`config.mk`:
```
export PLATFORM = sky130hd
export DESIGN_NAME = lfu_frame_with_age_tiebreak
export DESIGN_NICKNAME = d
export VERILOG_FILES = /design/src/sv/lfuf_pkg.sv /design/src/sv/lfuf_cell.sv /design/src/sv/lfu_frame_with_age_tiebreak.sv
export VERILOG_INCLUDE_DIRS = /design/src /design/src/sv
export SDC_FILE = /design/constraint.sdc
export NUM_CORES = 2
export LEC_CHECK = 0
export ABC_AREA = 1
export BUFFER_PORTS_ARGS = -buffer_cell sky130_fd_sc_hd__buf_2
export CAP_MARGIN = 30
export CORE_MARGIN = 2
export CORE_UTILIZATION = 40
export DETAILED_ROUTE_END_ITERATION = 10
export PLACE_DENSITY = 0.62
export SETUP_SLACK_MARGIN = 0.15
export SYNTH_ARGS = -nofsm -noshare
export SYNTH_HDL_FRONTEND = slang
export SYNTH_SLANG_ARGS = --single-unit
```
`constraint.sdc`:
```
create_clock -name clk -period 7.5 [get_ports clk]
set_input_delay 0.375 -clock clk [delete_from_list [all_inputs] [get_ports clk]]
set_output_delay 0.375 -clock clk [all_outputs]
set_load 0.02 [all_outputs]
```
`src/sv/lfu_frame_with_age_tiebreak_macros.svh`:
```
// Assertion macros shared by the frame logic; each assumes clk and rst_n in scope.
`ifndef LFU_FRAME_WITH_AGE_TIEBREAK_MACROS_SVH
`define LFU_FRAME_WITH_AGE_TIEBREAK_MACROS_SVH
`ifndef NO_ASSERTIONS
// Consequent must hold in the same cycle as the antecedent.
`define LFUF_ASSERT_SAME(lbl, ante, cons) \
  lbl: assert property (@(posedge clk) disable iff (!rst_n) (ante) |-> (cons)) \
    else $error("frame check failed");
// Consequent must hold in the cycle after the antecedent.
`define LFUF_ASSERT_NEXT(lbl, ante, cons) \
  lbl: assert property (@(posedge clk) disable iff (!rst_n) (ante) |=> (cons)) \
    else $error("frame check failed");
`else
`define LFUF_ASSERT_SAME(lbl, ante, cons)
`define LFUF_ASSERT_NEXT(lbl, ante, cons)
`endif
`endif

```
`src/sv/lfuf_pkg.sv`:
```
// Shared types and codes of the frame: cell commands, opcodes and the cell control struct.
package lfuf_pkg;

  // Count field width and its saturation value.
  localparam int CNT_W = 16;
  localparam logic [CNT_W-1:0] COUNT_MAX = '1;

  // Input opcodes.
  localparam logic OP_VOTE   = 1'b0;
  localparam logic OP_REPORT = 1'b1;

  // Commands broadcast to every cell of the chain.
  localparam int CMD_W = 3;
  localparam logic [CMD_W-1:0] CMD_NOP    = 3'd0;
  localparam logic [CMD_W-1:0] CMD_INC    = 3'd1;
  localparam logic [CMD_W-1:0] CMD_APPEND = 3'd2;
  localparam logic [CMD_W-1:0] CMD_SHIFT  = 3'd3;
  localparam logic [CMD_W-1:0] CMD_MARK   = 3'd4;
  localparam logic [CMD_W-1:0] CMD_CLR    = 3'd5;

  // Control broadcast from the sequencer to the cells.
  typedef struct packed {
    logic [CMD_W-1:0] cmd;
    logic             scan_max;
  } ctrl_t;

endpackage

```
`src/sv/lfuf_cell.sv`:
```
// One frame slot: holds an id and a count, and passes the running best of a scan to its right.
module lfuf_cell #(
  parameter int ID_BITS  = 7,
  parameter int IDX_W    = 4,
  parameter int FILL_W   = 5,
  parameter int CELL_IDX = 0
) (
  input  logic                        clk,
  input  logic                        rst_n,
  input  lfuf_pkg::ctrl_t             ctrl,
  input  logic [FILL_W-1:0]           fill,
  input  logic [IDX_W-1:0]            tgt,
  input  logic [ID_BITS-1:0]          cand,
  input  logic [ID_BITS-1:0]          nbr_id,
  input  logic [lfuf_pkg::CNT_W-1:0]  nbr_cnt,
  output logic [ID_BITS-1:0]          slot_id,
  output logic [lfuf_pkg::CNT_W-1:0]  slot_cnt,
  output logic                        hit,
  input  logic                        tin_vld,
  input  logic                        tin_found,
  input  logic [lfuf_pkg::CNT_W-1:0]  tin_cnt,
  input  logic [ID_BITS-1:0]          tin_id,
  input  logic [IDX_W-1:0]            tin_idx,
  output logic                        tout_vld,
  output logic                        tout_found,
  output logic [lfuf_pkg::CNT_W-1:0]  tout_cnt,
  output logic [ID_BITS-1:0]          tout_id,
  output logic [IDX_W-1:0]            tout_idx
);
  import lfuf_pkg::*;

  localparam logic [FILL_W-1:0] MY_POS = FILL_W'(CELL_IDX);
  localparam logic [IDX_W-1:0]  MY_IDX = IDX_W'(CELL_IDX);

  logic [ID_BITS-1:0] id_r, id_nxt;
  logic [CNT_W-1:0]   cnt_r, cnt_nxt;
  logic               taken_r, taken_nxt;
  logic               occ, elig, better, take;
  logic               tok_vld_r, tok_found_r;
  logic [CNT_W-1:0]   tok_cnt_r;
  logic [ID_BITS-1:0] tok_id_r;
  logic [IDX_W-1:0]   tok_idx_r;

  // Slot is occupied when it lies below the fill level.
  assign occ     = (MY_POS < fill);
  assign hit     = occ && (id_r == cand);
  assign slot_id = id_r;
  assign slot_cnt = cnt_r;

  // Scan step: strict compare keeps the earlier slot on a tie.
  assign elig   = occ && (!ctrl.scan_max || !taken_r);
  assign better = ctrl.scan_max ? (cnt_r > tin_cnt) : (cnt_r < tin_cnt);
  assign take   = elig && (!tin_found || better);

  // Slot update for the broadcast command.
  always_comb begin
    id_nxt    = id_r;
    cnt_nxt   = cnt_r;
    taken_nxt = taken_r;
    unique case (ctrl.cmd)
      CMD_NOP: begin
      end
      CMD_INC: begin
        if (hit && (cnt_r != COUNT_MAX)) cnt_nxt = cnt_r + CNT_W'(1);
      end
      CMD_APPEND: begin
        if (MY_POS == fill) begin
          id_nxt  = cand;
          cnt_nxt = CNT_W'(1);
        end
      end
      CMD_SHIFT: begin
        if (MY_IDX >= tgt) begin
          id_nxt  = nbr_id;
          cnt_nxt = nbr_cnt;
        end
      end
      CMD_MARK: begin
        if (MY_IDX == tgt) taken_nxt = 1'b1;
      end
      CMD_CLR: begin
        taken_nxt = 1'b0;
      end
      default: begin
      end
    endcase
  end

  // Slot contents carry no reset.
  always_ff @(posedge clk) begin
    id_r  <= id_nxt;
    cnt_r <= cnt_nxt;
  end

  // Control flags of the slot and the scan token.
  always_ff @(posedge clk) begin
    if (!rst_n) begin
      taken_r   <= 1'b0;
      tok_vld_r <= 1'b0;
    end else begin
      taken_r   <= taken_nxt;
      tok_vld_r <= tin_vld;
    end
  end

  // Token payload: keep the incoming best or replace it with this slot.
  always_ff @(posedge clk) begin
    if (take) begin
      tok_found_r <= 1'b1;
      tok_cnt_r   <= cnt_r;
      tok_id_r    <= id_r;
      tok_idx_r   <= MY_IDX;
    end else begin
      tok_found_r <= tin_found;
      tok_cnt_r   <= tin_cnt;
      tok_id_r    <= tin_id;
      tok_idx_r   <= tin_idx;
    end
  end

  assign tout_vld   = tok_vld_r;
  assign tout_found = tok_found_r;
  assign tout_cnt   = tok_cnt_r;
  assign tout_id    = tok_id_r;
  assign tout_idx   = tok_idx_r;

endmodule

```
`src/sv/lfu_frame_with_age_tiebreak.sv`:
```
// Top level of the LFU frame: sequencer, fill level, result register and the chain of slot cells.
//
//   channel  direction  handshake             payload
//   in       input      in_valid / in_ready   in_op, in_candidate
//   out      output     out_valid / out_ready out_candidate_id, out_vote_count,
//                                             out_valid_res, out_last
//
// A vote that hits a resident id or finds room passes through S_VOTE and back to idle.
// A vote into a full frame runs a min scan down the cell chain, then shifts the chosen slot out.
// A report of n entries runs one max scan per entry, the token walking one cell per cycle;
// an empty frame gives one beat.
// Synchronous reset empties the frame; no clearing pass is needed.
// A stalled result holds the next report scan until the result register frees.
module lfu_frame_with_age_tiebreak #(
  parameter int SLOTS   = 16,
  parameter int ID_BITS = 7
) (
  input  logic                        clk,
  input  logic                        rst_n,
  input  logic                        in_valid,
  output logic                        in_ready,
  input  logic                        in_op,
  input  logic [ID_BITS-1:0]          in_candidate,
  output logic                        out_valid,
  input  logic                        out_ready,
  output logic [ID_BITS-1:0]          out_candidate_id,
  output logic [lfuf_pkg::CNT_W-1:0]  out_vote_count,
  output logic                        out_valid_res,
  output logic                        out_last
);
  import lfuf_pkg::*;

  `include "lfu_frame_with_age_tiebreak_macros.svh"

  localparam int IDX_W  = (SLOTS > 1) ? $clog2(SLOTS) : 1;
  localparam int FILL_W = $clog2(SLOTS + 1);
  localparam logic [FILL_W-1:0] FULL = FILL_W'(SLOTS);

  // Sequencer states.
  localparam logic [2:0] S_IDLE   = 3'd0;
  localparam logic [2:0] S_VOTE   = 3'd1;
  localparam logic [2:0] S_EVSCAN = 3'd2;
  localparam logic [2:0] S_RSTART = 3'd3;
  localparam logic [2:0] S_RSCAN  = 3'd4;

  logic [2:0]         state_r, state_nxt;
  logic [FILL_W-1:0]  fill_r, fill_nxt;
  logic [FILL_W-1:0]  kcnt_r, kcnt_nxt;
  logic [ID_BITS-1:0] cand_r, cand_nxt;
  logic               out_vld_r, out_vld_nxt;
  logic [ID_BITS-1:0] out_id_r;
  logic [CNT_W-1:0]   out_cnt_r;
  logic               out_res_r, out_last_r;
  logic               load_res, load_empty, res_last;
  logic               out_free, any_hit, scan_go;
  ctrl_t              ctrl;

  logic [SLOTS-1:0]   hit;
  logic [ID_BITS-1:0] cid  [SLOTS];
  logic [CNT_W-1:0]   ccnt [SLOTS];
  logic [SLOTS:0]     t_vld;
  logic [SLOTS:0]     t_found;
  logic [CNT_W-1:0]   t_cnt [SLOTS+1];
  logic [ID_BITS-1:0] t_id  [SLOTS+1];
  logic [IDX_W-1:0]   t_idx [SLOTS+1];

  assign in_ready = (state_r == S_IDLE);
  assign out_free = !out_vld_r || out_ready;
  assign any_hit  = |hit;
  assign res_last = ((kcnt_r + FILL_W'(1)) == fill_r);

  // Scan token enters at the oldest slot with nothing found yet.
  assign t_vld[0]   = scan_go;
  assign t_found[0] = 1'b0;
  assign t_cnt[0]   = '0;
  assign t_id[0]    = '0;
  assign t_idx[0]   = '0;

  // Sequencer.
  always_comb begin
    state_nxt     = state_r;
    fill_nxt      = fill_r;
    kcnt_nxt      = kcnt_r;
    cand_nxt      = cand_r;
    ctrl.cmd      = CMD_NOP;
    ctrl.scan_max = (state_r == S_RSTART) || (state_r == S_RSCAN);
    scan_go       = 1'b0;
    load_res      = 1'b0;
    load_empty    = 1'b0;
    unique case (state_r)
      S_IDLE: begin
        if (in_valid) begin
          cand_nxt = in_candidate;
          if (in_op == OP_REPORT) begin
            ctrl.cmd  = CMD_CLR;
            kcnt_nxt  = '0;
            state_nxt = S_RSTART;
          end else begin
            state_nxt = S_VOTE;
          end
        end
      end
      S_VOTE: begin
        if (any_hit) begin
          ctrl.cmd  = CMD_INC;
          state_nxt = S_IDLE;
        end else if (fill_r != FULL) begin
          ctrl.cmd  = CMD_APPEND;
          fill_nxt  = fill_r + FILL_W'(1);
          state_nxt = S_IDLE;
        end else begin
          scan_go   = 1'b1;
          state_nxt = S_EVSCAN;
        end
      end
      S_EVSCAN: begin
        if (t_vld[SLOTS]) begin
          ctrl.cmd  = CMD_SHIFT;
          state_nxt = S_IDLE;
        end
      end
      S_RSTART: begin
        if (out_free) begin
          if (fill_r == '0) begin
            load_empty = 1'b1;
            state_nxt  = S_IDLE;
          end else begin
            scan_go   = 1'b1;
            state_nxt = S_RSCAN;
          end
        end
      end
      S_RSCAN: begin
        if (t_vld[SLOTS]) begin
          load_res  = 1'b1;
          ctrl.cmd  = CMD_MARK;
          kcnt_nxt  = kcnt_r + FILL_W'(1);
          state_nxt = res_last ? S_IDLE : S_RSTART;
        end
      end
      default: begin
        state_nxt = S_IDLE;
      end
    endcase
  end

  // Result register valid flag.
  always_comb begin
    out_vld_nxt = out_vld_r && !out_ready;
    if (load_res || load_empty) out_vld_nxt = 1'b1;
  end

  // Control registers.
  always_ff @(posedge clk) begin
    if (!rst_n) begin
      state_r   <= S_IDLE;
      fill_r    <= '0;
      kcnt_r    <= '0;
      out_vld_r <= 1'b0;
    end else begin
      state_r   <= state_nxt;
      fill_r    <= fill_nxt;
      kcnt_r    <= kcnt_nxt;
      out_vld_r <= out_vld_nxt;
    end
  end

  // Payload registers: latched candidate and the result beat.
  always_ff @(posedge clk) begin
    cand_r <= cand_nxt;
    if (load_res) begin
      out_id_r   <= t_id[SLOTS];
      out_cnt_r  <= t_cnt[SLOTS];
      out_res_r  <= 1'b1;
      out_last_r <= res_last;
    end else if (load_empty) begin
      out_id_r   <= '0;
      out_cnt_r  <= '0;
      out_res_r  <= 1'b0;
      out_last_r <= 1'b1;
    end
  end

  assign out_valid        = out_vld_r;
  assign out_candidate_id = out_id_r;
  assign out_vote_count   = out_cnt_r;
  assign out_valid_res    = out_res_r;
  assign out_last         = out_last_r;

  // Chain of slot cells, oldest at index 0; the newest takes the new id on a shift.
  for (genvar gi = 0; gi < SLOTS; gi++) begin : g_cell
    logic [ID_BITS-1:0] nbr_id;
    logic [CNT_W-1:0]   nbr_cnt;
    if (gi == SLOTS - 1) begin : g_tail
      assign nbr_id  = cand_r;
      assign nbr_cnt = CNT_W'(1);
    end else begin : g_body
      assign nbr_id  = cid[gi+1];
      assign nbr_cnt = ccnt[gi+1];
    end
    lfuf_cell #(
      .ID_BITS  (ID_BITS),
      .IDX_W    (IDX_W),
      .FILL_W   (FILL_W),
      .CELL_IDX (gi)
    ) u_cell (
      .clk        (clk),
      .rst_n      (rst_n),
      .ctrl       (ctrl),
      .fill       (fill_r),
      .tgt        (t_idx[SLOTS]),
      .cand       (cand_r),
      .nbr_id     (nbr_id),
      .nbr_cnt    (nbr_cnt),
      .slot_id    (cid[gi]),
      .slot_cnt   (ccnt[gi]),
      .hit        (hit[gi]),
      .tin_vld    (t_vld[gi]),
      .tin_found  (t_found[gi]),
      .tin_cnt    (t_cnt[gi]),
      .tin_id     (t_id[gi]),
      .tin_idx    (t_idx[gi]),
      .tout_vld   (t_vld[gi+1]),
      .tout_found (t_found[gi+1]),
      .tout_cnt   (t_cnt[gi+1]),
      .tout_id    (t_id[gi+1]),
      .tout_idx   (t_idx[gi+1])
    );
  end

  // Checks on the frame logic.
  `LFUF_ASSERT_SAME(a_fill_bound, 1'b1, fill_r <= FULL)
  `LFUF_ASSERT_SAME(a_no_dup_id, 1'b1, $onehot0(hit))
  `LFUF_ASSERT_SAME(a_tok_in_scan, t_vld[SLOTS], state_r == S_EVSCAN || state_r == S_RSCAN)
  `LFUF_ASSERT_SAME(a_tok_found, t_vld[SLOTS], t_found[SLOTS])
  `LFUF_ASSERT_SAME(a_empty_last, out_vld_r && !out_res_r, out_last_r)
  `LFUF_ASSERT_NEXT(a_append_fill, ctrl.cmd == CMD_APPEND, fill_r == $past(fill_r) + FILL_W'(1))

endmodule
```
==> summary.txt <==
status - complete, no violations
Post-Syn Area - 43800 sq um
Rel. slew slack - 30.9%
nets@finish - 5461
Peak Freq - 190 MHz
die height - 335 microns
CP Capture Type - register
share of layout cells above drive strength 1 - 5.98%
CTS tree - done
Comb pwr share - 20.5%
CP arrival - 5580 ps
Fin. Hold Viols - 0
clk sinks - 878
# DRC - 0
reg2reg end - g_cell[11].u_cell.slot_id[0]
Placer Congestion - 0.917
detail-routed via count per cell - 5.10
Ys Warns - 0
min-delay src - out_ready
largest net degree at the start of global routing - 104
clock network power share - 33.7%
total CTS buffers - 92
FF-to-FF path depth - 15
Port Buf Inserts - 38
Seq cells post-synth - 878
HPWL Detailed - 82000 microns
number of synthesized flops with an enable pin - 399
Hold Path Sink - out_valid
sequential cell area fraction in the yosys report - 49.2%
post-synthesis instance total - 5176
area grow syn2layout - 11.2%
Hold Crit Class - input pin to register
grt ovf - 0
worst-margin pin slew - 1040 ps
Pins Over Slew Limit - 0
Starting Density - 40.3%
Post-DRT Antenna Nets - 0
DR WL/cell - 17.1 microns
Post-Synthesis Mean Instance Area - 8.47 sq um
post-synth cell types - 51
syn nets - 5448
Clock Tree Buf Depth - 3
skew final - 26.5 ps
Die Wd - 335 microns
Synth Flop Type - dfxtp_1
leak pwr - 20.6 nW
Post-CTS Setup Inserts - 0
crit path max fanout - 103
final instance area - 48700 sq um
Pint - 9.84 mW
worst ir drop on vdd - 0.197 mV
Tmin final - 5280 ps
Clock Latency Late Sink - 670 ps
DP Area - 45400 sq um
# diodes - 0
final setup vio count - 0
crit start category - register
Worst-path clk slew - 60 ps
Hold Worst Slack - 54.5 ps
row count - 121
filler cell count - 10500
RSZ-0062 raised after global routing - false
maxcap violations - 0
Setup crit start - cand_r[4]
All-Layer GR Usage - 20.2%
CP Class - register to register
Critical Path RT - 7800 ps
Iter 0 DRT Violations - 2753
sw frac - 31.0%
Std-Cell Core Area - 109000 sq um
vias in the first global route - 33200
drt total wl - 114000 microns
H-tree depth - 3
routed vias - 34100
Pwr Density - 293 nW/um^2
# IOs - 39
worst reg-to-reg setup slack - 2220 ps
clock root buffer - clkbuf_16
initial antenna violation count - 0
hold path depth - 4
global-route wire length before repair - 181000 microns
setup tns final - 0 ps
Reg-to-Reg Start - cand_r[4]
footprint of the multi-input gates - 18600 sq um
switching power - 4.43 mW
Async SR Flop Fraction - 0%
Reg area - 21600 sq um
Flop pwr share - 45.8%
DR pass1 iterations - 6
Final period util - 70.3%
Die ar. - 112000 sq um
final cells by class:
cell class / instances / area share, %
tap: 1414 / 3.63
clock buffer: 129 / 5.56
timing repair buffer: 107 / 1.64
inverter: 738 / 5.69
multi-input combinational: 3372 / 38.2
clock inverter: 45 / 1.07
sequential: 878 / 44.3
worst max-delay path by stage:
stage	to	slack [ps]	depth (start not counted)
after floorplan	g_cell[0].u_cell.slot_cnt[0]	4540	15
after global placement	g_cell[10].u_cell.slot_id[2]	2350	15
after detailed placement	g_cell[13].u_cell.slot_id[2]	2270	15
after CTS	g_cell[13].u_cell.slot_id[1]	2240	15
after global routing	g_cell[13].u_cell.slot_id[1]	1940	15
final	g_cell[11].u_cell.slot_id[0]	2220	15
power by group through the flow:
stage	Sequential, mW	Clock [mW]	Combinational, mW
floorplan	6.41	0	2.17
global placement	6.62	0	2.82
detailed placement	6.62	0	2.92
CTS	6.53	4.88	2.94
global route	6.61	5.08	3.38
finish	6.53	4.81	2.93
Yosys cell counts (2+ instances only):
cell,number,share of area [%]
nand2_1,1240,11
inv_1,727,6.2
dfxtp_1,479,22
o21ai_0,411,4.7
edfxtp_1,399,27
nand3_1,324,3.7
nor2_1,288,2.5
ha_1,260,7.4
xor2_1,208,4.2
a21oi_1,146,1.7
o22ai_1,134,1.9
clkbuf_1,121,1.0
nor3_1,90,1.0
xnor2_1,73,1.5
nand4_1,46,0.66
o211ai_1,35,0.60
buf_4,30,0.51
buf_2,29,0.33
or2_2,27,0.39
nor4_1,14,0.20
o21ai_1,12,0.14
inv_2,10,0.086
buf_6,8,0.21
o21a_1,8,0.14
a21boi_0,6,0.10
a21oi_2,4,0.080
nor2_4,4,0.10
o22ai_2,4,0.11
a31oi_1,3,0.043
nand2_2,3,0.043
nor2_2,3,0.043
nor4b_1,3,0.060
o211a_1,3,0.069
o21bai_1,3,0.051
a32oi_1,2,0.040
a41oi_1,2,0.040
nand3_2,2,0.046
nor3b_1,2,0.034
worst max-delay path, cell delays in order (launching register included):
cell and delay [ps]:
edfxtp_1 1030, inv_1 400, nand2_1 140, nand2_1 50, nand2_1 60, nor2_1 40, nand3_1 100, nand2_1 60
inv_1 60, nand3_1 200, nor2_4 170, nand3_2 140, nand2_8 590, clkinv_2 700, buf_4 510, nor2_1 550
timing repair:
item                                    4_1_cts  5_1_grt
endpoints found under the hold margin         7        0
endpoints found under the setup margin        0        0
hold buffers                                  7        0
gates resized for setup                       0        0
cells in the final DEF, fill, tap and decap left out, types with 6 or more instances in the layout:
master,count
inv_2,9
ha_1,260
a21boi_0,6
o211ai_1,35
bufinv_16,8
inv_1,727
xor2_1,208
dlygate4sd3_1,7
o22ai_1,134
clkinv_1,7
o21ai_0,411
edfxtp_1,399
nor4_1,14
nand4_1,46
o21ai_1,11
or2_2,27
clkinvlp_4,7
nand3_1,323
clkinv_2,15
o21a_1,8
clkbuf_8,16
buf_2,38
a21oi_1,146
xnor2_1,73
clkbuf_16,97
nand2_1,1240
nor3_1,90
buf_4,57
nor2_1,288
dfxtp_1,479
clkbuf_1,16
per-layer routing:
metal | track usage [%] | wire length [microns]
met5 | 0 | 0
met4 | 6.66 | 3720
met3 | 2.75 | 6280
met2 | 34.1 | 54100
met1 | 26.5 | 50200
stage by stage:
stage / utilization (%) / total power, mW / setup WS (ps) / std cells
after detailed placement: 41.8 / 9.54 / 2270 / 6502
after global placement: 41.7 / 9.44 / 2350 / 6497
after CTS: 44.8 / 14.4 / 2240 / 6683
after floorplan: - / 8.57 / 4540 / 5176
after global routing: 44.8 / 15.1 / 1940 / 6683
final: 44.8 / 14.3 / 2220 / 6683
cells by family (layout without fill, tap and decap cells):
kind of cell	after synthesis	after routing	share of synthesized area [%]
AND/OR/NAND/NOR	2050	2050	19.5
XOR/XNOR	281	281	5.62
flip-flops	878	878	49.2
buffers and inverters	926	1019	8.41
AO/OA/AOI/OAI	781	781	9.84
adder cells (fa/ha/maj)	260	260	7.42
state kept, by name (all words and copies together), names as in the netlist:
name                      cells
kcnt_r                        5
g_cell.u_cell.tout_cnt      256
out_valid                     1
g_cell.u_cell.taken_r        16
fill_r                        5
out_valid_res                 1
out_vote_count               16
cand_r                        7
g_cell.u_cell.tout_found     15
g_cell.u_cell.tout_id       112
g_cell.u_cell.tout_idx       49
state_r                       3
out_last                      1
g_cell.u_cell.slot_cnt      256
out_candidate_id              7
g_cell.u_cell.slot_id       112
g_cell.u_cell.tout_vld       16
(Power assumes the default switching activity.)
